**config.mk**
```make
export PLATFORM = sky130hd
export DESIGN_NAME = rc_pulse_trimmed_mean_filter_top
export DESIGN_NICKNAME = d
export VERILOG_FILES = /design/src/design/rptm_pkg.sv /design/src/design/rptm_lane.sv /design/src/design/rptm_merge.sv /design/src/design/rc_pulse_trimmed_mean_filter_top.sv
export SDC_FILE = /design/constraint.sdc
export NUM_CORES = 2
export LEC_CHECK = 0
export BUFFER_PORTS_ARGS = -buffer_cell sky130_fd_sc_hd__clkbuf_2
export CAP_MARGIN = 0
export CORE_MARGIN = 1
export CORE_UTILIZATION = 61
export CTS_CLUSTER_DIAMETER = 30
export DETAILED_ROUTE_END_ITERATION = 8
export PLACE_DENSITY = 0.85
export SLEW_MARGIN = 10
export SYNTH_ARGS = -nofsm -noshare
export SYNTH_HDL_FRONTEND = slang
export SYNTH_SLANG_ARGS = --single-unit
```
**constraint.sdc**
```tcl
create_clock -name i_clk -period 21.3 [get_ports i_clk]
set_input_delay 4.26 -clock i_clk [delete_from_list [all_inputs] [get_ports i_clk]]
set_output_delay 4.26 -clock i_clk [all_outputs]
set_load 0.005 [all_outputs]
```
**src/design/rptm_pkg.sv**
```systemverilog
// ----------------------------------------------------------------------------
// rptm_pkg
// Shared constants, types and register codes for the RC pulse trimmed-mean
// filter.
// ----------------------------------------------------------------------------
package rptm_pkg;

    localparam int WINDOW_DEPTH = 4;
    localparam int NumCh        = 6;
    localparam int PulseW       = 16;
    localparam int DataW        = 12;
    localparam int CfgIdxW      = 8;
    localparam int SlotW        = $clog2(WINDOW_DEPTH);
    localparam int SumW         = DataW + $clog2(WINDOW_DEPTH);

    // trimmed sum is divided by (depth - 2): shift when a power of two,
    // otherwise multiply by a rounded-up reciprocal (exact for SumW <= 15)
    localparam int TrimDiv    = WINDOW_DEPTH - 2;
    localparam bit TrimPow2   = ((TrimDiv & (TrimDiv - 1)) == 0);
    localparam int TrimShift  = $clog2(TrimDiv);
    localparam int RecipShift = 20;
    localparam int RecipW     = RecipShift + 1;
    localparam int TrimRecip  = ((1 << RecipShift) + TrimDiv - 1) / TrimDiv;
    localparam int ProdW      = SumW + RecipW;

    localparam logic [DataW-1:0] MeanMax         = '1;
    localparam logic [DataW-1:0] ValidMinReset   = DataW'(800);
    localparam logic [DataW-1:0] ValidMaxReset   = DataW'(2800);
    localparam logic [DataW-1:0] ModeLowReset    = DataW'(1200);
    localparam logic [DataW-1:0] ModeHighReset   = DataW'(1800);

    // receiver channel order
    localparam int CH_ROLL     = 0;
    localparam int CH_PITCH    = 1;
    localparam int CH_THROTTLE = 2;
    localparam int CH_YAW      = 3;
    localparam int CH_AUX1     = 4;
    localparam int CH_AUX2     = 5;

    typedef enum logic [CfgIdxW-1:0] {
        CFG_VALID_MIN = 8'd0,
        CFG_VALID_MAX = 8'd1,
        CFG_MODE_LOW  = 8'd2,
        CFG_MODE_HIGH = 8'd3
    } t_cfg_reg;

    typedef logic [DataW-1:0] t_sample;

    typedef struct packed {
        t_sample valid_min;
        t_sample valid_max;
        t_sample mode_low;
        t_sample mode_high;
    } t_cfg;

    typedef struct packed {
        t_sample roll;
        t_sample pitch;
        t_sample yaw;
        t_sample throttle;
        t_sample aux1;
        t_sample aux2;
        logic    flight_mode;
    } t_result;

endpackage

```
**src/design/rptm_lane.sv**
```systemverilog
// ----------------------------------------------------------------------------
// rptm_lane
// One channel: window check with hold-last, sample ring, trimmed mean of the
// ring as it stands after this frame's write.
// ----------------------------------------------------------------------------
module rptm_lane import rptm_pkg::*; (
    input  logic              i_clk,
    input  logic              i_rst_n,
    input  logic              i_load,
    input  logic [SlotW-1:0]  i_slot,
    input  t_cfg              i_cfg,
    input  logic [PulseW-1:0] i_pulse,
    output t_sample           o_mean
);

    t_sample r_ring [WINDOW_DEPTH];
    t_sample r_last;

    logic             w_in_win;
    t_sample          w_sel;
    t_sample          w_view [WINDOW_DEPTH];
    t_sample          w_hi;
    t_sample          w_lo;
    logic [SumW-1:0]  w_sum;
    logic [SumW-1:0]  w_diff;
    logic [ProdW-1:0] w_prod;
    logic [SumW-1:0]  w_quot;

    always_comb begin
        w_in_win = (i_pulse >= PulseW'(i_cfg.valid_min))
                && (i_pulse <= PulseW'(i_cfg.valid_max));
        w_sel    = w_in_win ? i_pulse[DataW-1:0] : r_last;

        // ring contents with the new sample already in its slot
        w_hi  = '0;
        w_lo  = '1;
        w_sum = '0;
        for (int k = 0; k < WINDOW_DEPTH; k++) begin
            w_view[k] = (i_slot == SlotW'(k)) ? w_sel : r_ring[k];
            if (w_view[k] > w_hi) w_hi = w_view[k];
            if (w_view[k] < w_lo) w_lo = w_view[k];
            w_sum = w_sum + SumW'(w_view[k]);
        end
        w_diff = w_sum - SumW'(w_hi) - SumW'(w_lo);

        w_prod = ProdW'(w_diff) * ProdW'(TrimRecip);
        if (TrimPow2) begin
            w_quot = w_diff >> TrimShift;
        end else begin
            w_quot = w_prod[RecipShift +: SumW];
        end

        o_mean = (w_quot > SumW'(MeanMax)) ? MeanMax : w_quot[DataW-1:0];
    end

    always_ff @(posedge i_clk) begin
        if (!i_rst_n) begin
            for (int k = 0; k < WINDOW_DEPTH; k++) begin
                r_ring[k] <= '0;
            end
            r_last <= '0;
        end else if (i_load) begin
            r_ring[i_slot] <= w_sel;
            r_last         <= w_sel;
        end
    end

endmodule

```
**src/design/rptm_merge.sv**
```systemverilog
// ----------------------------------------------------------------------------
// rptm_merge
// Merges lane means into one result: channel reorder, flight-mode hysteresis
// on the previous aux1 mean, and a two-deep output register with skid.
// ----------------------------------------------------------------------------
module rptm_merge import rptm_pkg::*; (
    input  logic    i_clk,
    input  logic    i_rst_n,
    input  logic    i_load,
    input  t_sample i_mean [NumCh],
    input  t_cfg    i_cfg,
    input  logic    i_out_ready,
    output logic    o_in_ready,
    output logic    o_out_valid,
    output t_result o_res
);

    t_sample r_prev_aux1;
    logic    r_mode;
    logic    n_mode;
    t_result w_res;

    t_result r_out;
    logic    r_out_valid;
    t_result r_skid;
    logic    r_skid_valid;

    always_comb begin
        // low test first, high test second: clearing wins on inverted limits
        n_mode = r_mode;
        if (r_prev_aux1 < i_cfg.mode_low)  n_mode = 1'b1;
        if (r_prev_aux1 > i_cfg.mode_high) n_mode = 1'b0;

        w_res.roll        = i_mean[CH_ROLL];
        w_res.pitch       = i_mean[CH_PITCH];
        w_res.yaw         = i_mean[CH_YAW];
        w_res.throttle    = i_mean[CH_THROTTLE];
        w_res.aux1        = i_mean[CH_AUX1];
        w_res.aux2        = i_mean[CH_AUX2];
        w_res.flight_mode = n_mode;
    end

    always_ff @(posedge i_clk) begin
        if (!i_rst_n) begin
            r_prev_aux1 <= '0;
            r_mode      <= 1'b0;
        end else if (i_load) begin
            r_prev_aux1 <= i_mean[CH_AUX1];
            r_mode      <= n_mode;
        end
    end

    // skid only fills when the output register is held by the consumer
    always_ff @(posedge i_clk) begin
        if (!i_rst_n) begin
            r_out_valid  <= 1'b0;
            r_skid_valid <= 1'b0;
        end else if (i_load) begin
            if (r_out_valid && !i_out_ready) begin
                r_skid_valid <= 1'b1;
            end else begin
                r_out_valid <= 1'b1;
            end
        end else if (i_out_ready) begin
            if (r_skid_valid) begin
                r_skid_valid <= 1'b0;
            end else begin
                r_out_valid <= 1'b0;
            end
        end
    end

    always_ff @(posedge i_clk) begin
        if (i_load) begin
            if (r_out_valid && !i_out_ready) begin
                r_skid <= w_res;
            end else begin
                r_out <= w_res;
            end
        end else if (i_out_ready && r_skid_valid) begin
            r_out <= r_skid;
        end
    end

    assign o_in_ready  = !r_skid_valid;
    assign o_out_valid = r_out_valid;
    assign o_res       = r_out;

endmodule

```
**src/design/rc_pulse_trimmed_mean_filter_top.sv**
```systemverilog
// Each result is registered in the output register, or the skid if that is held.
// One frame per cycle unless stalled; six lanes filter all channels in parallel.
// Input ready drops only when both the output register and skid stage are full.
// Reset (synchronous, active low) zeroes sample rings, last-accepted values,
// ring slot, previous aux1 and mode bit, and restores the register defaults.
// ----------------------------------------------------------------------------
// rc_pulse_trimmed_mean_filter_top
// Six-channel RC pulse filter: window check, four-sample trimmed mean per
// channel, flight-mode hysteresis, configuration registers.
// ----------------------------------------------------------------------------
module rc_pulse_trimmed_mean_filter_top import rptm_pkg::*; (
    input  logic               i_clk,
    input  logic               i_rst_n,
    input  logic               i_cfg_valid,
    output logic               o_cfg_ready,
    input  logic [CfgIdxW-1:0] i_cfg_index,
    input  logic [DataW-1:0]   i_cfg_data,
    input  logic               i_in_valid,
    output logic               o_in_ready,
    input  logic [PulseW-1:0]  i_pulse_ch0,
    input  logic [PulseW-1:0]  i_pulse_ch1,
    input  logic [PulseW-1:0]  i_pulse_ch2,
    input  logic [PulseW-1:0]  i_pulse_ch3,
    input  logic [PulseW-1:0]  i_pulse_ch4,
    input  logic [PulseW-1:0]  i_pulse_ch5,
    output logic               o_out_valid,
    input  logic               i_out_ready,
    output logic [DataW-1:0]   o_roll_out,
    output logic [DataW-1:0]   o_pitch_out,
    output logic [DataW-1:0]   o_yaw_out,
    output logic [DataW-1:0]   o_throttle_out,
    output logic [DataW-1:0]   o_aux1_out,
    output logic [DataW-1:0]   o_aux2_out,
    output logic               o_flight_mode
);

    t_cfg              r_cfg;
    logic [SlotW-1:0]  r_slot;
    logic [SlotW-1:0]  n_slot;
    logic              w_load;
    logic              w_in_ready;
    logic [PulseW-1:0] w_pulse [NumCh];
    t_sample           w_mean  [NumCh];
    t_result           w_res;

    assign o_cfg_ready = 1'b1;

    always_ff @(posedge i_clk) begin
        if (!i_rst_n) begin
            r_cfg.valid_min <= ValidMinReset;
            r_cfg.valid_max <= ValidMaxReset;
            r_cfg.mode_low  <= ModeLowReset;
            r_cfg.mode_high <= ModeHighReset;
        end else if (i_cfg_valid) begin
            unique case (t_cfg_reg'(i_cfg_index))
                CFG_VALID_MIN: r_cfg.valid_min <= i_cfg_data;
                CFG_VALID_MAX: r_cfg.valid_max <= i_cfg_data;
                CFG_MODE_LOW:  r_cfg.mode_low  <= i_cfg_data;
                CFG_MODE_HIGH: r_cfg.mode_high <= i_cfg_data;
                default: ;
            endcase
        end
    end

    assign w_load = i_in_valid && w_in_ready;

    // ring slot advances before each write
    assign n_slot = (r_slot == SlotW'(WINDOW_DEPTH - 1)) ? '0 : r_slot + 1'b1;

    always_ff @(posedge i_clk) begin
        if (!i_rst_n) begin
            r_slot <= '0;
        end else if (w_load) begin
            r_slot <= n_slot;
        end
    end

    assign w_pulse[CH_ROLL]     = i_pulse_ch0;
    assign w_pulse[CH_PITCH]    = i_pulse_ch1;
    assign w_pulse[CH_THROTTLE] = i_pulse_ch2;
    assign w_pulse[CH_YAW]      = i_pulse_ch3;
    assign w_pulse[CH_AUX1]     = i_pulse_ch4;
    assign w_pulse[CH_AUX2]     = i_pulse_ch5;

    for (genvar g = 0; g < NumCh; g++) begin : g_lane
        rptm_lane u_lane (
            .i_clk   (i_clk),
            .i_rst_n (i_rst_n),
            .i_load  (w_load),
            .i_slot  (n_slot),
            .i_cfg   (r_cfg),
            .i_pulse (w_pulse[g]),
            .o_mean  (w_mean[g])
        );
    end

    rptm_merge u_merge (
        .i_clk       (i_clk),
        .i_rst_n     (i_rst_n),
        .i_load      (w_load),
        .i_mean      (w_mean),
        .i_cfg       (r_cfg),
        .i_out_ready (i_out_ready),
        .o_in_ready  (w_in_ready),
        .o_out_valid (o_out_valid),
        .o_res       (w_res)
    );

    assign o_in_ready     = w_in_ready;
    assign o_roll_out     = w_res.roll;
    assign o_pitch_out    = w_res.pitch;
    assign o_yaw_out      = w_res.yaw;
    assign o_throttle_out = w_res.throttle;
    assign o_aux1_out     = w_res.aux1;
    assign o_aux2_out     = w_res.aux2;
    assign o_flight_mode  = w_res.flight_mode;

endmodule

```
After elaboration in Yosys (flattened, before gate mapping)
Memory sizes are Yosys's and may differ from the RTL's.
Index checks and enable logic that the tools add are counted.
{ "word_totals": {"ramBits": 288, "mem_count": 6, "elab_cells": 292, "reg_bits": 283, "in_bits": 121, "out_inout_bits": 76} }
{ "op_classes": {"muxes": 119, "reduce_logical": 29, "order_cmp": 68, "add_sub_neg": 31, "eq_ne": 10} }
{ "memory_table": {"columns": ["memory", "depth", "width", "read_ports", "rd_clocked_by_memory_dff", "wr", "line_no", "text"], "rows": [
  ["g_lane[0].u_lane.r_ring", 4, 12, 4, 0, 4, "rptm_lane.sv:16", "t_sample r_ring [WINDOW_DEPTH];"],
  ["g_lane[1].u_lane.r_ring", 4, 12, 4, 0, 4, "rptm_lane.sv:16", null],
  ["g_lane[2].u_lane.r_ring", 4, 12, 4, 0, 4, "rptm_lane.sv:16", null],
  ["g_lane[3].u_lane.r_ring", 4, 12, 4, 0, 4, "rptm_lane.sv:16", null],
  ["g_lane[4].u_lane.r_ring", 4, 12, 4, 0, 4, "rptm_lane.sv:16", null],
  ["g_lane[5].u_lane.r_ring", 4, 12, 4, 0, 4, "rptm_lane.sv:16", null]
]} }
{ "ops": {"columns": ["operator", "count"], "rows": [
  ["2-to-1 mux 12 bit", 90],
  ["> comparator 12 bit", 19],
  ["< comparator 12 bit", 19],
  ["2-to-1 mux 73 bit", 3],
  ["adder 14 x 12 -> 14 bit", 12],
  ["subtractor 14 x 12 -> 14 bit", 12],
  [">= comparator 16 x 12 -> 1 bit", 6],
  ["less-or-equal comparator 16 x 12 -> 1 bit", 6],
  ["adder 12 x 12 -> 13 bit", 6],
  ["> comparator 13 x 12 -> 1 bit, second input constant", 6],
  ["> comparator 12 x 1 -> 1 bit, second input constant", 6],
  ["< comparator 12 bit, second input constant", 6],
  ["OR reduction 12 bit", 6],
  ["2-to-1 mux 1 bit", 19],
  ["== test 8 x 2 -> 1 bit, second input constant", 2],
  ["2-to-1 mux 2 bit", 7],
  ["AND reduction 2 bit", 7],
  ["logical AND 1 bit", 9],
  ["== test 8 x 1 -> 1 bit, second input constant", 1],
  ["logical NOT 8 bit", 1],
  ["== test 2 bit, second input constant", 3],
  ["!= test 2 bit, second input constant", 2],
  ["nonzero test 2 bit", 2],
  ["AND reduction 3 bit", 1],
  ["other kinds (5)", 6]
]} }

Longest topological paths before layout
{ "logic_depth": {"word_depth": 18, "mapped_depth": 69} }

Hierarchy
A second synthesis with hierarchy kept.
{ "hier_totals": {"cells_unflattened": 6179, "area_unflattened_um2": 57510.2} }
{ "modules_own_cells": {"columns": ["module", "cells_each", "seq_area_each_um2", "area_each_um2", "instances"], "rows": [
  ["rptm_lane (g_lane[0].u_lane ...)", 977, 1681.6, 8739.6, 2],
  ["rptm_lane (g_lane[2].u_lane)", 963, 1681.6, 8204.1, 1],
  ["rptm_lane (g_lane[4].u_lane)", 877, 1681.6, 7916.3, 1],
  ["rptm_lane (g_lane[3].u_lane)", 921, 1681.6, 7907.6, 1],
  ["rptm_lane (g_lane[5].u_lane)", 876, 1681.6, 7627.3, 1],
  ["rptm_merge", 388, 4684.5, 6363.6, 1],
  ["rc_pulse_trimmed_mean_filter_top", 200, 1001.0, 2011.9, 1]
]} }

Worst setup path after synthesis
OpenSTA, ideal clock, no wires.
{ "synth_path": {"path_type": "in2reg", "from": "input i_pulse_ch4[1]", "to": "register u_merge.r_out (netlist bit u_merge.o_res[24]), data pin", "arrival_time_ns": 17.238, "required_time_ns": 21.026, "n_path_buf": 5, "path_slack_ns": 3.788, "stages": 63, "path_cell_list": "ha_1 nor2b_1 o211ai_1 a2111oi_2 nor3_2 o21ai_4 buf_2 mux2i_1 nor2_1 a21oi_1 inv_1 ha_1 a21o_1 a21o_1 a21o_1 a21oi_1 o21bai_1 a21oi_1 (+27 left out) fa_1 fa_1 fa_1 inv_1 ha_1 fa_1 a21o_1 a21oi_1 o21bai_1 a21oi_1 nor2b_1 o21a_1 o31a_1 o41ai_1 xnor2_1 clkbuf_1 buf_1 a31oi_1"} }
{ "synth_between": {"elab_chain_len": 18, "elab_cells_between_ends": 33, "classes_between": "add/sub: 5; order compare: 11; mux: 16; reduce/logical: 1"} }
{ "synth_rtl": {"columns": ["element", "line_no", "text"], "rows": [
  ["start, declared", "rc_pulse_trimmed_mean_filter_top.sv:24", "input logic [PulseW-1:0] i_pulse_ch4,"],
  [">= comparator 16 x 12 -> 1 bit / less-or-equal comparator 16 x 12 -> 1 bit (equally long branches)", "rptm_lane.sv:30, rptm_lane.sv:31", null],
  ["logical AND 1 bit", "rptm_lane.sv:31", "&& (i_pulse <= PulseW'(i_cfg.valid_max));"],
  ["2-to-1 mux 12 bit *", "rptm_lane.sv:32", "w_sel = w_in_win ? i_pulse[DataW-1:0] : r_last;"],
  ["2-to-1 mux 12 bit", "rptm_lane.sv:39", "w_view[k] = (i_slot == SlotW'(k)) ? w_sel : r_ring[k];"],
  ["> comparator 12 x 1 -> 1 bit", "rptm_lane.sv:40", "if (w_view[k] > w_hi) w_hi = w_view[k];"],
  ["2-to-1 mux 12 bit", "rptm_lane.sv:40", null],
  ["> comparator 12 bit", "rptm_lane.sv:40", null],
  ["2-to-1 mux 12 bit", "rptm_lane.sv:40", null],
  ["(+2 left out)", null, null],
  ["> comparator 12 bit", "rptm_lane.sv:40", null],
  ["2-to-1 mux 12 bit", "rptm_lane.sv:40", null],
  ["subtractor 14 x 12 -> 14 bit", "rptm_lane.sv:44", "w_diff = w_sum - SumW'(w_hi) - SumW'(w_lo);"],
  ["subtractor 14 x 12 -> 14 bit *", "rptm_lane.sv:44", null],
  ["> comparator 13 x 12 -> 1 bit", "rptm_lane.sv:53", "o_mean = (w_quot > SumW'(MeanMax)) ? MeanMax : w_quot[DataW-1:0];"],
  ["2-to-1 mux 12 bit *", "rptm_lane.sv:53", null],
  ["2-to-1 mux 73 bit *", "rptm_merge.sv:75", "if (r_out_valid && !i_out_ready) begin"],
  ["2-to-1 mux 73 bit *", "rptm_merge.sv:74", "if (i_load) begin"],
  ["end signal, assigned", "rptm_merge.sv:78", "r_out <= w_res;"],
  ["end signal, assigned", "rptm_merge.sv:81", "r_out <= r_skid;"],
  ["end, declared", "rptm_merge.sv:23", "t_result r_out;"]
]} }
Mark *: on every way between the ends. The rest lies on a longest branch, timed or not. The select of a mux whose other input is x is not followed.
A chain may end at the register's enable or synchronous reset.

Final worst setup path
{ "layout_path": {"from": "input i_pulse_ch4[1]", "to": "register u_merge.r_out (netlist bit u_merge.o_res[22]), data pin"} }
The elaborated chain is that of the path after synthesis.

==> key figures <==
Run status
  • Status: finished, final reports clean

Critical path
  • Most frequent CP cell: a21oi_1
  • Worst r2r dst: u_merge.o_res[22]
  • Critical path startpoint category: input pin
  • Worst setup EP type: flop
  • WP data arrival: 19.10 ns
  • Critical Path Max Stage Delay: 0.89 ns
  • Crit-path max FO: 23
  • Critical path capture point: u_merge.o_res[22]
  • Setup crit start: i_pulse_ch4[1]
  • WS Path Type: in -> reg
  • WP depth: 61
  • CP Data Required Time: 21.75 ns
  • CP max-delay cell: mux2i_1
  • Worst flop-to-flop path startpoint: r_cfg[34]
  • CP bufs+invs: 7
  • Top cell family by delay on the critical path: compound AO/OA/AOI/OAI gates
  • R2R cell count: 60
  • R2R setup slack: 5.57 ns

STA
  • Fmax: 53.63 MHz
  • Final count of hold timing violations: 0
  • Final setup fails: 0
  • Fin. max-slew vios: 0
  • Worst-Margin Slew: 1.220 ns
  • RSZ-0062 raised after global routing: false
  • Slew HR: 0.1637
  • Crit path time final: 18.65 ns
  • Setup TNS: 0 ns
  • Worst Skew: 0.06680 ns
  • Final worst-path cycle share: 0.8754

Floorplanning
  • Die extent in x: 302.6 µm
  • Die area: 91570 µm²
  • Core Region: 88920 µm²
  • Std cell rows: 109
  • Initial cell density of the core: 0.6199
  • Die H: 302.6 µm
  • IO Count: 197

Yosys
  • Library cells used by synthesis: 96
  • Synthesized instance count: 6073
  • Top cells by area, synth: edfxtp_1 (24%), ha_1 (17%), fa_1 (8.1%)
  • Synthesized cell area: 55120 µm²
  • Avg Synthesized Cell Area: 9.076 µm²
  • Share of synthesized registers carrying an async set or reset: 0
  • Synthesized flop and latch total: 571
  • Number of synthesized flops with an enable pin: 434
  • Share of the synthesized area in the top cell type: 0.2364
  • Ys flop type: edfxtp_1
  • Ys Warns: 0
  • Largest area contributor in the netlist: edfxtp_1
  • Sequential-to-total area share from yosys stat: 0.2862
  • Post-synthesis net count: 7152

Clocking
  • CTS resizes: 0
  • Reg clk slew, reported paths: 0.05 ns
  • Clock tree buffer depth: 3
  • Clk root buf: clkbuf_16
  • # hold bufs at CTS: 0
  • Clock Latency Late Sink: 0.78 ns
  • Post-CTS setup buffer count: 0
  • H-tree depth: 4
  • Num Clock Sinks: 571
  • CTS tree: done
  • Inserted Clock Buffers: 133

Placement
  • # port buffers: 195
  • Detailed placement HPWL: 120800 µm
  • Final Wtd Congestion: 0.9786

Routing
  • Total Wirelength: 162800 µm
  • Detailed Routing Iterations Pass 1: 8
  • Drc violations: 0
  • DR vias: 46880
  • Antenna Violating Nets Remaining: 0
  • DR iter-0 viols: 4829
  • Vias per cell: 6.221
  • Avg WL per Cell: 21.60 µm

Global route
  • Total track usage: 0.3545
  • Vias in the first global route: 46250
  • Initial antenna violation count: 5
  • Total grt overflow: 0
  • Largest net degree at the start of global routing: 90
  • First-pass GRT wire length: 252900 µm

Worst hold path
  • Worst Hold Class: reg -> reg

Final layout
  • Nets: 7331
  • Fraction of layout cells with a size suffix above 1: 0.1194
  • Syn-to-layout area delta: 13.11%
  • Fill cells: 6594

Flow run
  • Max-Cap Viols: 0
## how the worst min path moves through the flow
stage | from | endpoint | slack (ns) | cells past startpoint
floorplan | u_merge.r_mode | u_merge.r_mode | 0.44 | 2
global placement | r_cfg[28] | r_cfg[28] | 0.46 | 2
detailed placement | r_cfg[3] | r_cfg[3] | 0.46 | 2
CTS | r_cfg[10] | r_cfg[10] | 0.48 | 2
global route | r_cfg[19] | r_cfg[19] | 0.50 | 2
finish | r_cfg[10] | r_cfg[10] | 0.48 | 2
## kinds of logic (layout without fill, tap and decap cells)
family / Yosys count / count (layout) / share of synthesized area
simple gates: 1528 / 1528 / 0.1231
other cells: 1 / 7 / 0.00006803
fa+ha+maj: 958 / 958 / 0.2477
mux: 453 / 453 / 0.08737
xor+xnor: 118 / 118 / 0.01875
flops: 571 / 571 / 0.2862
compound gates: 1377 / 1377 / 0.1626
buf+inv: 1067 / 1359 / 0.07418
## Yosys cell counts (50+ instances only)
cell / instances
clkbuf_1: 211
a211oi_1: 90
inv_1: 808
a21oi_1: 453
mux2i_1: 269
nor2_1: 841
xnor2_1: 68
fa_1: 222
nand4_1: 105
o21ai_0: 185
dfxtp_1: 137
nand2_1: 264
o21a_1: 57
a21o_1: 256
edfxtp_1: 434
ha_1: 736
a31oi_1: 54
nand2b_1: 63
nor2b_1: 69
xor2_1: 50
mux2_2: 161
nor3_1: 53
## stage by stage
step	hold slack, ns	cell area, µm²	instances	utilization	setup slack, ns
2_1_floorplan	0.4443	55120	6073	-	3.788
3_3_place_gp	0.4560	57450	7282	0.6461	2.541
3_5_place_dp	0.4637	57450	7282	0.6461	2.251
4_1_cts	0.4799	62330	7530	0.7010	2.932
5_1_grt	0.4962	62340	7532	0.7010	1.666
6_report	0.4782	62350	7536	0.7011	2.654
## state kept, by name (all words and copies together), names as in the netlist
signal	count
g_lane.u_lane.r_ring	288
u_merge.o_res	73
u_merge.r_skid	73
g_lane.u_lane.r_last	72
r_cfg	48
u_merge.r_prev_aux1	12
r_slot	2
u_merge.o_out_valid	1
u_merge.r_mode	1
u_merge.r_skid_valid	1
## cells in the final DEF, fill, tap and decap left out, types with 90 or more instances in the layout
cell       instances
a211oi_1          90
a21o_1           256
a21oi_1          453
buf_4            103
clkbuf_16        135
clkbuf_2         195
dfxtp_1          137
edfxtp_1         434
fa_1             222
ha_1             732
inv_1            806
mux2_2           161
mux2i_1          269
nand2_1          260
nand4_1          105
nor2_1           841
o21ai_0          185
## final cells by class
| class | instances | area (µm²) | share of cell area |
|---|---|---|---|
| multi-input combinational | 4435 | 35410 | 0.5680 |
| sequential | 571 | 15780 | 0.2530 |
| clock buffer | 162 | 3560 | 0.05710 |
| inverter | 813 | 3055 | 0.04901 |
| timing repair buffer | 298 | 1749 | 0.02806 |
| tap | 1165 | 1458 | 0.02338 |
| clock inverter | 86 | 1321 | 0.02119 |
| antenna | 6 | 15.01 | 0.0002408 |
## worst reg2reg max path: cells and delay by family (launching register included)
family                   cells  cell delay [ns]
AND/OR/NAND/NOR             13             1.73
flip-flops                   1             0.32
XOR/XNOR                     1             0.20
AO/OA/AOI/OAI               26             6.12
buffers and inverters        7             1.55
multiplexers                 4             2.07
adder cells (fa/ha/maj)      9             3.42
## per-layer routing
layer  global-route usage  routed length, µm
met1               0.4607              65900
met2               0.5690              74030
met3              0.06839              15110
met4               0.1680               7703
met5                    0                  9
Power is left out: the tool's default activity adds up to more than one toggle a clock period on the data nets, which glitch-free logic cannot reach.
